--- config.mk ---
export PLATFORM = sky130hd
export DESIGN_NAME = lpht_ram
export DESIGN_NICKNAME = d
export VERILOG_FILES = /design/src/hw/rtl/lpht_ram.sv
export SDC_FILE = /design/constraint.sdc
export NUM_CORES = 1
export LEC_CHECK = 0
export BUFFER_PORTS_ARGS = -buffer_cell sky130_fd_sc_hd__clkbuf_2
export CAP_MARGIN = 20
export CORE_UTILIZATION = 40
export CTS_CLUSTER_SIZE = 40
export DETAILED_ROUTE_END_ITERATION = 10
export PLACE_DENSITY = 0.65
export SYNTH_ARGS = -nofsm -noshare
export SYNTH_HDL_FRONTEND = slang
export SYNTH_SLANG_ARGS = --single-unit
--- constraint.sdc ---
create_clock -name aclk -period 2.7 [get_ports aclk]
set_input_delay 0.54 -clock aclk [delete_from_list [all_inputs] [get_ports aclk]]
set_output_delay 0.54 -clock aclk [all_outputs]
set_load 0.02 [all_outputs]
--- src/hw/rtl/lpht_ram.sv ---
// Generic single-port synchronous RAM with registered read.
// No dependencies.
module lpht_ram #(
    parameter int Width = 8,
    parameter int Depth = 16
) (
    input  logic                     aclk,
    input  logic                     we,
    input  logic [$clog2(Depth)-1:0] addr,
    input  logic [Width-1:0]         wdata,
    output logic [Width-1:0]         rdata
);
    logic [Width-1:0] mem [Depth];

    always_ff @(posedge aclk) begin
        if (we) begin
            mem[addr] <= wdata;
        end
        rdata <= mem[addr];
    end
endmodule

==> impl_metrics.tcl <==
set metrics [dict create \
    grt_first_pass_wirelength_mm 15.0 \
    fillers 958 \
    std_cell_rows 40 \
    die_y_um 115 \
    maxCapViolCount 0 \
    worst_hold_path.num_cells 1 \
    wl_met2_mm 4.69 \
    path_max_fanout 20 \
    synth_common_cells "edfxtp_1 (128), mux4_2 (32), a22oi_1 (16)" \
    routedWlPerCell_um 20.8 \
    layout-drive-gt1-share_pct 36.8 \
    ff2ff_path_depth 3 \
    ant_nets 0 \
    place_hpwl_mm 6.28 \
    synth-edff-count 128 \
    grtUsageTotal_pct 16.8 \
    coreArea_um2 12200 \
    gr-total-overflow 0 \
    cp-start-kind "primary input" \
    htree_levels 4 \
    drc_errors 0 \
    cp_data_required_time_ns 2.99 \
    grt_max_degree 22 \
    netlist_top_cells_area "edfxtp_1 (76%), mux4_2 (14%), dfxtp_1 (3.2%)" \
    num_vias 2441 \
    syn_area_um2 5070 \
    hp-start "wdata[5]" \
    rsz0062_at_grt "no" \
    syn-num-nets 244 \
    status "finished, final reports clean" \
    cts_setup_buffers 0 \
    setup_tns_ns 0 \
    ys_seq_area_share_pct 79.0 \
    initial_core_util_pct 41.7 \
    r2r-start "mem[11][7]" \
    numCtsBuffers 17 \
    cts_root_buf "clkbuf_16" \
    netlist.top_cell.by_area "edfxtp_1" \
    place.gp.congestion 0.736 \
    synthArstFlopShare_pct 0 \
    io_pins 22 \
    hold_path_class "in2reg" \
    reg2reg_slack_ns 1.38 \
    fp.dieArea_um2 13100 \
    ctsHoldBuffers 0 \
    setup_viol 0 \
    routed.top_layer "met4" \
    grt_pass1_vias 2481 \
    cp.arrival_ns 2.07 \
    portBuffers 21 \
    drt_wl_total_mm 9.73 \
    cts.clk_slew.worst_paths_ns 0.06 \
    fin_crit_sh_pct 65.7 \
    ctsLongestPathBuffers 2 \
    tritoncts "built" \
    antenna_found_initial 0 \
    areaGrowthSynthToFinish_pct 21.6 \
    fmax_ghz 0.564 \
    p_leak_uw 0.00206 \
    hold_slack_ns 0.572 \
    vdd_drop_max_mv 0.716 \
    dr.pass1.iters 4 \
    syn_avg_cell_area_um2 22.0 \
    critical_path_class "in2reg" \
    first_iter_violations 199 \
    slew-limit-headroom_pct 50.3 \
    yosysTopAreaCellShare_pct 75.9 \
    fp.dieW_um 115 \
    fin_worst_skew_ns 0.00782 \
    post-route-min-period_ns 1.77 \
    vias_per_cell 5.23 \
    syn_inst 230 \
    reg2reg_to "rdata[7]" \
    critPathCaptureType "register" \
    yosysWarnings 0 \
    p_per_area_nw_per_um2 807 \
    diodes 0 \
    holdPathEnd "mem[8][5]" \
    slew_viol_final 0 \
    cts_resized 0 \
    ys_ff_latch 136 \
    synth.most_common_cell "edfxtp_1" \
    synth_cell_type_count 18 \
    hold_viol 0 \
    insertion_delay_ns 0.41 \
    tightest_slew_ns 0.745 \
    ys.flop_type "edfxtp_1" \
    final_nets 300 \
    dr_wl_met3_um 562 \
    cts_sinks 136 \
    wl_met1_mm 4.29 \
]
layer usage:
metal	GRT usage [%]	vias up
met5	0	-
met4	6.84	0
met3	5.66	12
met2	25.1	73
met1	22.8	1282
li1	-	1074
logic make-up (layout without fill, tap and decap cells):
group | Yosys count | count (layout) | synth area share [%]
AO/OA/AOI/OAI | 16 | 16 | 2.37
multiplexers | 32 | 32 | 14.2
flip-flops | 136 | 136 | 79.0
AND/OR/NAND/NOR | 35 | 35 | 3.21
buffers and inverters | 11 | 80 | 1.19
worst max-delay path by stage:
stage                     startpoint   endpoint  cells past startpoint
after global routing         addr[0]   rdata[7]                      5
after global placement       addr[0]   rdata[7]                      5
after detailed placement     addr[0]   rdata[7]                      5
after CTS                    addr[0]   rdata[7]                      5
final                        addr[0]   rdata[7]                      5
after floorplan              addr[2]  mem[0][0]                      2
layout make-up:
cell class	count	area (µm²)	share of cell area, %
Timing Repair Buffer	48	333	5.40
Multi-Input combinational cell	83	1000	16.3
Sequential cell	136	4000	65.0
Clock inverter	14	181	2.94
Clock buffer	18	429	6.97
Tap cell	168	210	3.41
per-stage QoR:
stage	utilization [%]	total power [µW]	instances	setup slack, ns	area [µm²]
floorplan	-	2550	230	0.667	5070
finish	50.7	4970	467	0.926	6160
detailed placement	45.6	2660	435	0.412	5550
global route	50.7	5120	467	0.802	6160
CTS	50.7	5010	467	0.855	6160
global placement	45.6	2660	435	0.443	5550
worst max-delay path, cell delays in order:
cell and delay [ns]:
clkbuf_2 0.37, buf_12 0.25, mux4_2 0.52, a22oi_1 0.28, nand2_1 0.08
sequential cells by signal, summed over array words and instances (netlist names):
name and cells:
rdata 8, mem 128
layout by cell type (no fill, tap or decap), drive strengths merged:
master	instances
a22oi	16
and2	1
buf	27
bufinv	4
clkbuf	39
clkinv	6
clkinvlp	4
dfxtp	8
edfxtp	128
mux4	32
nand2	9
nand2b	2
nand3	1
nand3b	2
nor2	13
nor2b	2
nor3	4
or3b	1
report_power, final:
group	leakage (µW)	switching, µW	internal [µW]
Clock	0.000287	823	1530
Sequential	0.00122	18.2	2360
Combinational	0.000549	138	97.8
Total	0.00206	979	3990
No activity file was read; power rests on OpenSTA's default activity.
