<file path="config.mk">
export PLATFORM = sky130hd
export DESIGN_NAME = lpht_hash
export DESIGN_NICKNAME = d
export VERILOG_FILES = /design/src/hw/rtl/lpht_pkg.sv /design/src/hw/rtl/lpht_hash.sv
export SDC_FILE = /design/constraint.sdc
export NUM_CORES = 1
export LEC_CHECK = 0
export BUFFER_PORTS_ARGS = -buffer_cell sky130_fd_sc_hd__buf_4
export CAP_MARGIN = 20
export CORE_ASPECT_RATIO = 1.2
export CORE_UTILIZATION = 55
export CTS_BUF_LIST = sky130_fd_sc_hd__clkbuf_16
export DETAILED_ROUTE_END_ITERATION = 8
export PLACE_DENSITY = 0.83
export SETUP_SLACK_MARGIN = 0.2
export SYNTH_ARGS = -nofsm -noshare
export SYNTH_HDL_FRONTEND = slang
export SYNTH_SLANG_ARGS = --single-unit
export TNS_END_PERCENT = 10
</file>
<file path="constraint.sdc">
create_clock -name aclk -period 13.7 [get_ports aclk]
set_clock_uncertainty 0.2 [all_clocks]
set_input_delay 1.37 -clock aclk [delete_from_list [all_inputs] [get_ports aclk]]
set_output_delay 1.37 -clock aclk [all_outputs]
set_load 0.01 [all_outputs]
</file>
<file path="src/hw/rtl/lpht_pkg.sv">
// Shared types and constants for the linear-probing hash table.
// No dependencies.
package lpht_pkg;
    localparam int TableDepth = 1024;
    localparam int IdxW = $clog2(TableDepth);
    localparam int SizeW = 11;
    localparam int CountW = 11;
    localparam int KeyBytes = 8;
    localparam logic [31:0] HashMult = 32'd31;
    localparam logic [CountW-1:0] CountMax = {CountW{1'b1}};

    typedef enum logic [1:0] {
        OP_LOOKUP = 2'd0,
        OP_INSERT = 2'd1,
        OP_REMOVE = 2'd2,
        OP_UNDEF  = 2'd3
    } opcode_t;

    typedef enum logic [1:0] {
        ST_EMPTY = 2'd0,
        ST_FULL  = 2'd1,
        ST_TOMB  = 2'd2
    } slot_st_t;

    // A slot as stored: status, key and payload in one memory word.
    typedef struct packed {
        logic [1:0]  status;
        logic [63:0] key;
        logic [63:0] payload;
    } slot_t;

    localparam int SlotW = $bits(slot_t);
endpackage

</file>
<file path="src/hw/rtl/lpht_hash.sv">
// Key hashing unit: one key byte per cycle, then home = hash mod size by
// restoring subtraction, one bit per cycle. Depends on lpht_pkg.
module lpht_hash
    import lpht_pkg::*;
(
    input  logic             aclk,
    input  logic             aresetn,
    input  logic             start,
    input  logic [63:0]      key_raw,
    input  logic [SizeW-1:0] size,
    output logic             done,
    output logic [63:0]      key_canon,
    output logic [31:0]      hash,
    output logic [IdxW-1:0]  home
);
    typedef enum logic [1:0] {H_IDLE, H_BYTE, H_MOD, H_DONE} hstate_t;

    hstate_t                  state_reg;
    logic [3:0]               cnt_reg;
    logic [5:0]               bit_reg;
    logic [63:0]              raw_reg;
    logic                     stop_reg;
    logic [32:0]              rem_reg;
    logic [7:0]               c;
    logic [32:0]              trial;

    assign c     = raw_reg[63:56];
    assign trial = {rem_reg[31:0], hash[bit_reg[4:0]]};
    assign done  = (state_reg == H_DONE);
    assign home  = rem_reg[IdxW-1:0];

    always_ff @(posedge aclk) begin
        if (!aresetn) begin
            state_reg <= H_IDLE;
        end else begin
            unique case (state_reg)
                H_IDLE: begin
                    if (start) begin
                        state_reg <= H_BYTE;
                        cnt_reg   <= '0;
                        raw_reg   <= key_raw;
                        stop_reg  <= 1'b0;
                        hash      <= '0;
                        key_canon <= '0;
                    end
                end
                H_BYTE: begin
                    if (!stop_reg && c != 8'd0) begin
                        hash <= hash * HashMult + {24'd0, c};
                        key_canon[6'(56 - 8 * int'(cnt_reg))+:8] <= c;
                    end else begin
                        stop_reg <= 1'b1;
                    end
                    raw_reg <= {raw_reg[55:0], 8'd0};
                    cnt_reg <= cnt_reg + 4'd1;
                    if (cnt_reg == 4'(KeyBytes - 1)) begin
                        state_reg <= H_MOD;
                        bit_reg   <= 6'd31;
                        rem_reg   <= '0;
                    end
                end
                H_MOD: begin
                    // Restoring remainder, most significant hash bit first.
                    if (trial >= {22'd0, size}) begin
                        rem_reg <= trial - {22'd0, size};
                    end else begin
                        rem_reg <= trial;
                    end
                    bit_reg <= bit_reg - 6'd1;
                    if (bit_reg == 6'd0) begin
                        state_reg <= H_DONE;
                    end
                end
                H_DONE: state_reg <= H_IDLE;
                default: state_reg <= H_IDLE;
            endcase
        end
    end
endmodule

</file>
==> reports/results.md <==
| Group | Metric | Reported |
|---|---|---|
| logic synthesis | Cell types occupying the most area after synthesis | sky130_fd_sc_hd__edfxtp_1 (42%), sky130_fd_sc_hd__fa_1 (12%), sky130_fd_sc_hd__ha_1 (6.9%) |
| place | RD Place Congestion | 0.901 |
| logic synthesis | Simple-gate share of the synthesized area | 11.8% |
| cells and area | Area growth from synthesis to final layout | 16.2% |
| clock tree | Clock input transition at the sequential cells of the worst setup and hold paths | 0.06 ns |
| timing | Setup-failing EPs final | 0 |
| setup path | Slowest cell on the critical path | sky130_fd_sc_hd__edfxtp_1 |
| die | Total core area | 0.0257 sq mm |
| clock tree | Number of gates resized after CTS | 0 |
| clock tree | Clock tree root driver cell | sky130_fd_sc_hd__clkbuf_16 |
| logic synthesis | Primary FF master, synth | sky130_fd_sc_hd__edfxtp_1 |
| clock tree | Total number of H-tree levels | 1 |
| logic synthesis | Flip-flop and latch count after synthesis | 205 |
| die | Starting density of the core | 56.3% |
| die | Row count | 64 |
| setup path | Critical Path End Type | flop |
| cells and area | Layout cells sized above 1 | 20.3% |
| detailed routing | WL per Instance | 18.2 um |
| clock tree | CTS tree | done |
| die | Horizontal extent of the die | 150 um |
| cells and area | Number of diodes | 0 |
| logic synthesis | Total of warnings raised by yosys | 0 |
| clock tree | Number of post-CTS setup repair buffers | 0 |
| setup path | Number of buffers and inverters on the critical path | 1 |
| cells and area | Net count of the finished layout | 1717 |
| die | Ports | 185 |
| place | Final HPWL from detailed placement | 23.9 mm |
| timing | Max-slew violation count | 0 |
| logic synthesis | Mapped Area | 0.0145 sq mm |
| timing | Worst-Margin Slew | 1.07 ns |
| timing | Final setup TNS | 0 ns |
| grt | Initial antenna violation count | 0 |
| clock tree | Clock net sink count | 205 |
| worst hold path | Type of the worst min-delay path | reg2reg |
| place | Number of buffers added on ports | 184 |
| clock tree | Maximum buffer depth of the clock tree | 3 |
| setup path | Maximum fanout encountered on the critical timing path | 11 |
| timing | Headroom to the max-slew limit | 28.3% |
| run status | Result of the run | complete, no violations |
| setup path | Top delay family on crit path | compound AO/OA/AOI/OAI gates |
| setup path | Critical path start-end classification | reg2reg |
| clock tree | Number of hold-repair buffers added at the cts stage | 0 |
| logic synthesis | Post-synth net total | 1563 |
| timing | Achievable clock frequency | 0.186 GHz |
| logic synthesis | Avg Inst Size Synth | 11.0 sq um |
| logic synthesis | Top cell types by occurrence after synthesis | sky130_fd_sc_hd__edfxtp_1 (203), sky130_fd_sc_hd__inv_1 (177), sky130_fd_sc_hd__nand2_1 (125), sky130_fd_sc_hd__fa_1 (87), sky130_fd_sc_hd__a21oi_1 (85) |
| timing | Minimum period implied by the final worst setup slack | 5.38 ns |
| grt | First-pass GRT wire length | 53.5 mm |
| run | Number of violations of the max-capacitance limit | 0 |
| setup path | Critical path launch point type | flop |
| detailed routing | Total routed wirelength | 33.1 mm |
| grt | Global router's overall resource usage | 24.9% |
| timing | Endpoints failing hold | 0 |
| detailed routing | Vias | 10300 |
| logic synthesis | Fraction of the yosys area taken by sequential cells | 42.4% |
| detailed routing | Via count normalized by instance count | 5.66 |
| detailed routing | Number of DRC markers in iteration 0 | 592 |
| setup path | Worst path required time | 13.87 ns |
| timing | Setup repair after global routing missed its margin | false |
| logic synthesis | Top-area cell type share of the netlist area | 42.1% |
| die | Die Footprint | 0.0270 sq mm |
| logic synthesis | Cell taking the most area after synthesis | sky130_fd_sc_hd__edfxtp_1 |
| logic synthesis | Largest family of logic cells by synthesized area | adder cells |
| setup path | Largest stage delay, worst path | 0.77 ns |
| logic synthesis | EDFF count, synth | 203 |
| detailed routing | Detail Route Antenna Nets | 0 |
| grt | Pin count of the biggest net entering global routing | 94 |
| logic synthesis | Count of mapped cells out of synthesis | 1318 |
| logic synthesis | Mux contribution to synthesized area | 8.88% |
| detailed routing | Router iterations before antenna repair | 5 |
| setup path | Data arrival time of the critical path | 5.54 ns |
| logic synthesis | Library cell with the highest instance count after synthesis | sky130_fd_sc_hd__edfxtp_1 |
| grt | Total overflow reported by the global router | 0 |
| logic synthesis | Async set-or-reset flop fraction in the synthesized netlist | 0% |
| logic synthesis | Xor/xnor share of the synthesized area | 2.84% |
| setup path | Cell Chain, Critical Path | mux4_2, mux4_2, mux2i_1, ha_1, inv_1, fa_1, a21o_1, a21o_1, a311oi_1, o211ai_1, o2111ai_1, nand3_2, or4_1, a21boi_0 |
| logic synthesis | Number of distinct standard cells referenced by the synthesized netlist | 59 |
| clock tree | Total CTS buffers | 24 |
| grt | Number of global-route vias before repair | 10700 |
| logic synthesis | Complex-gate fraction of the synthesized area | 8.53% |
| die | Chip Height | 180 um |
| logic synthesis | Adder-cell share of the synthesized area | 18.9% |
| detailed routing | DRC violations left | 0 |
| clock tree | Clock latency on the worst-skew pair | 0.53 ns |
| timing | Final worst-path cycle share | 39.3% |
-- routing by layer --
layer / vias to the layer above / part of all wire [%] / track usage, %
met1: 4974 / 38 / 29.8
met4: 0 / 4.0 / 10.4
met2: 364 / 51 / 43.3
li1: 4868 / - / -
met3: 93 / 7.3 / 5.15
met5: - / 0 / 0
-- per-stage QoR --
stage | hold slack [ns] | util, % | setup slack, ns | area (sq um) | cells
after floorplan | 0.307 | - | 4.32 | 14500 | 1318
after global placement | 0.324 | 62.5 | 8.45 | 16100 | 1776
after detailed placement | 0.331 | 62.5 | 8.33 | 16100 | 1776
after CTS | 0.336 | 65.5 | 8.31 | 16800 | 1819
after global routing | 0.341 | 65.5 | 8.05 | 16800 | 1819
final | 0.339 | 65.5 | 8.32 | 16800 | 1819
-- cell usage in the layout (no fill, tap or decap), drive strengths merged, types with 6 or more instances in the layout --
| cell type | synthesis | layout |
|---|---|---|
| nor2 | 81 | 81 |
| or3 | 9 | 9 |
| nor4 | 11 | 11 |
| a211oi | 10 | 10 |
| nand2 | 125 | 125 |
| o21a | 8 | 8 |
| edfxtp | 203 | 203 |
| mux2i | 43 | 43 |
| a21o | 13 | 13 |
| and2 | 13 | 13 |
| a21boi | 6 | 6 |
| a31oi | 7 | 7 |
| or4 | 6 | 6 |
| clkinv | 0 | 10 |
| nand3 | 21 | 21 |
| clkbuf | 45 | 24 |
| o21ai | 29 | 29 |
| inv | 177 | 183 |
| nand3b | 6 | 6 |
| nand2b | 21 | 21 |
| mux2 | 56 | 56 |
| a21oi | 85 | 85 |
| mux4 | 10 | 10 |
| nor2b | 23 | 23 |
| nand4 | 7 | 7 |
| fa | 87 | 87 |
| and3 | 6 | 6 |
| xnor2 | 34 | 34 |
| buf | 17 | 190 |
| ha | 80 | 80 |
| xor2 | 13 | 13 |
| nor3 | 17 | 17 |
-- cell families (layout without fill, tap and decap cells) --
family | count (synthesis) | in the layout
flops | 205 | 205
fa+ha+maj | 167 | 167
simple gates | 354 | 354
buf+inv | 239 | 410
compound gates | 197 | 197
mux | 109 | 109
xor+xnor | 47 | 47
-- area by class of cell --
class | instances | area, sq um
clock buffer | 24 | 601
sequential | 205 | 6140
timing repair buffer | 190 | 1430
tap | 330 | 413
clock inverter | 19 | 169
inverter | 177 | 664
multi-input combinational | 874 | 7420
fill | 1907 | 8880
-- path summary, 6_finish.rpt --
path	from	to	cells after the start	slack, ns
worst max-delay path	bit_reg[0]	rem_reg[20]	14	8.32
worst min register to register	raw_reg[35]	raw_reg[43]	1	0.34
worst min-delay path	raw_reg[35]	raw_reg[43]	1	0.34
worst max register to register	bit_reg[0]	rem_reg[20]	14	8.32
Power is not shown: default switching activity piles up to over one toggle a cycle in this logic, so the estimate is an artifact.
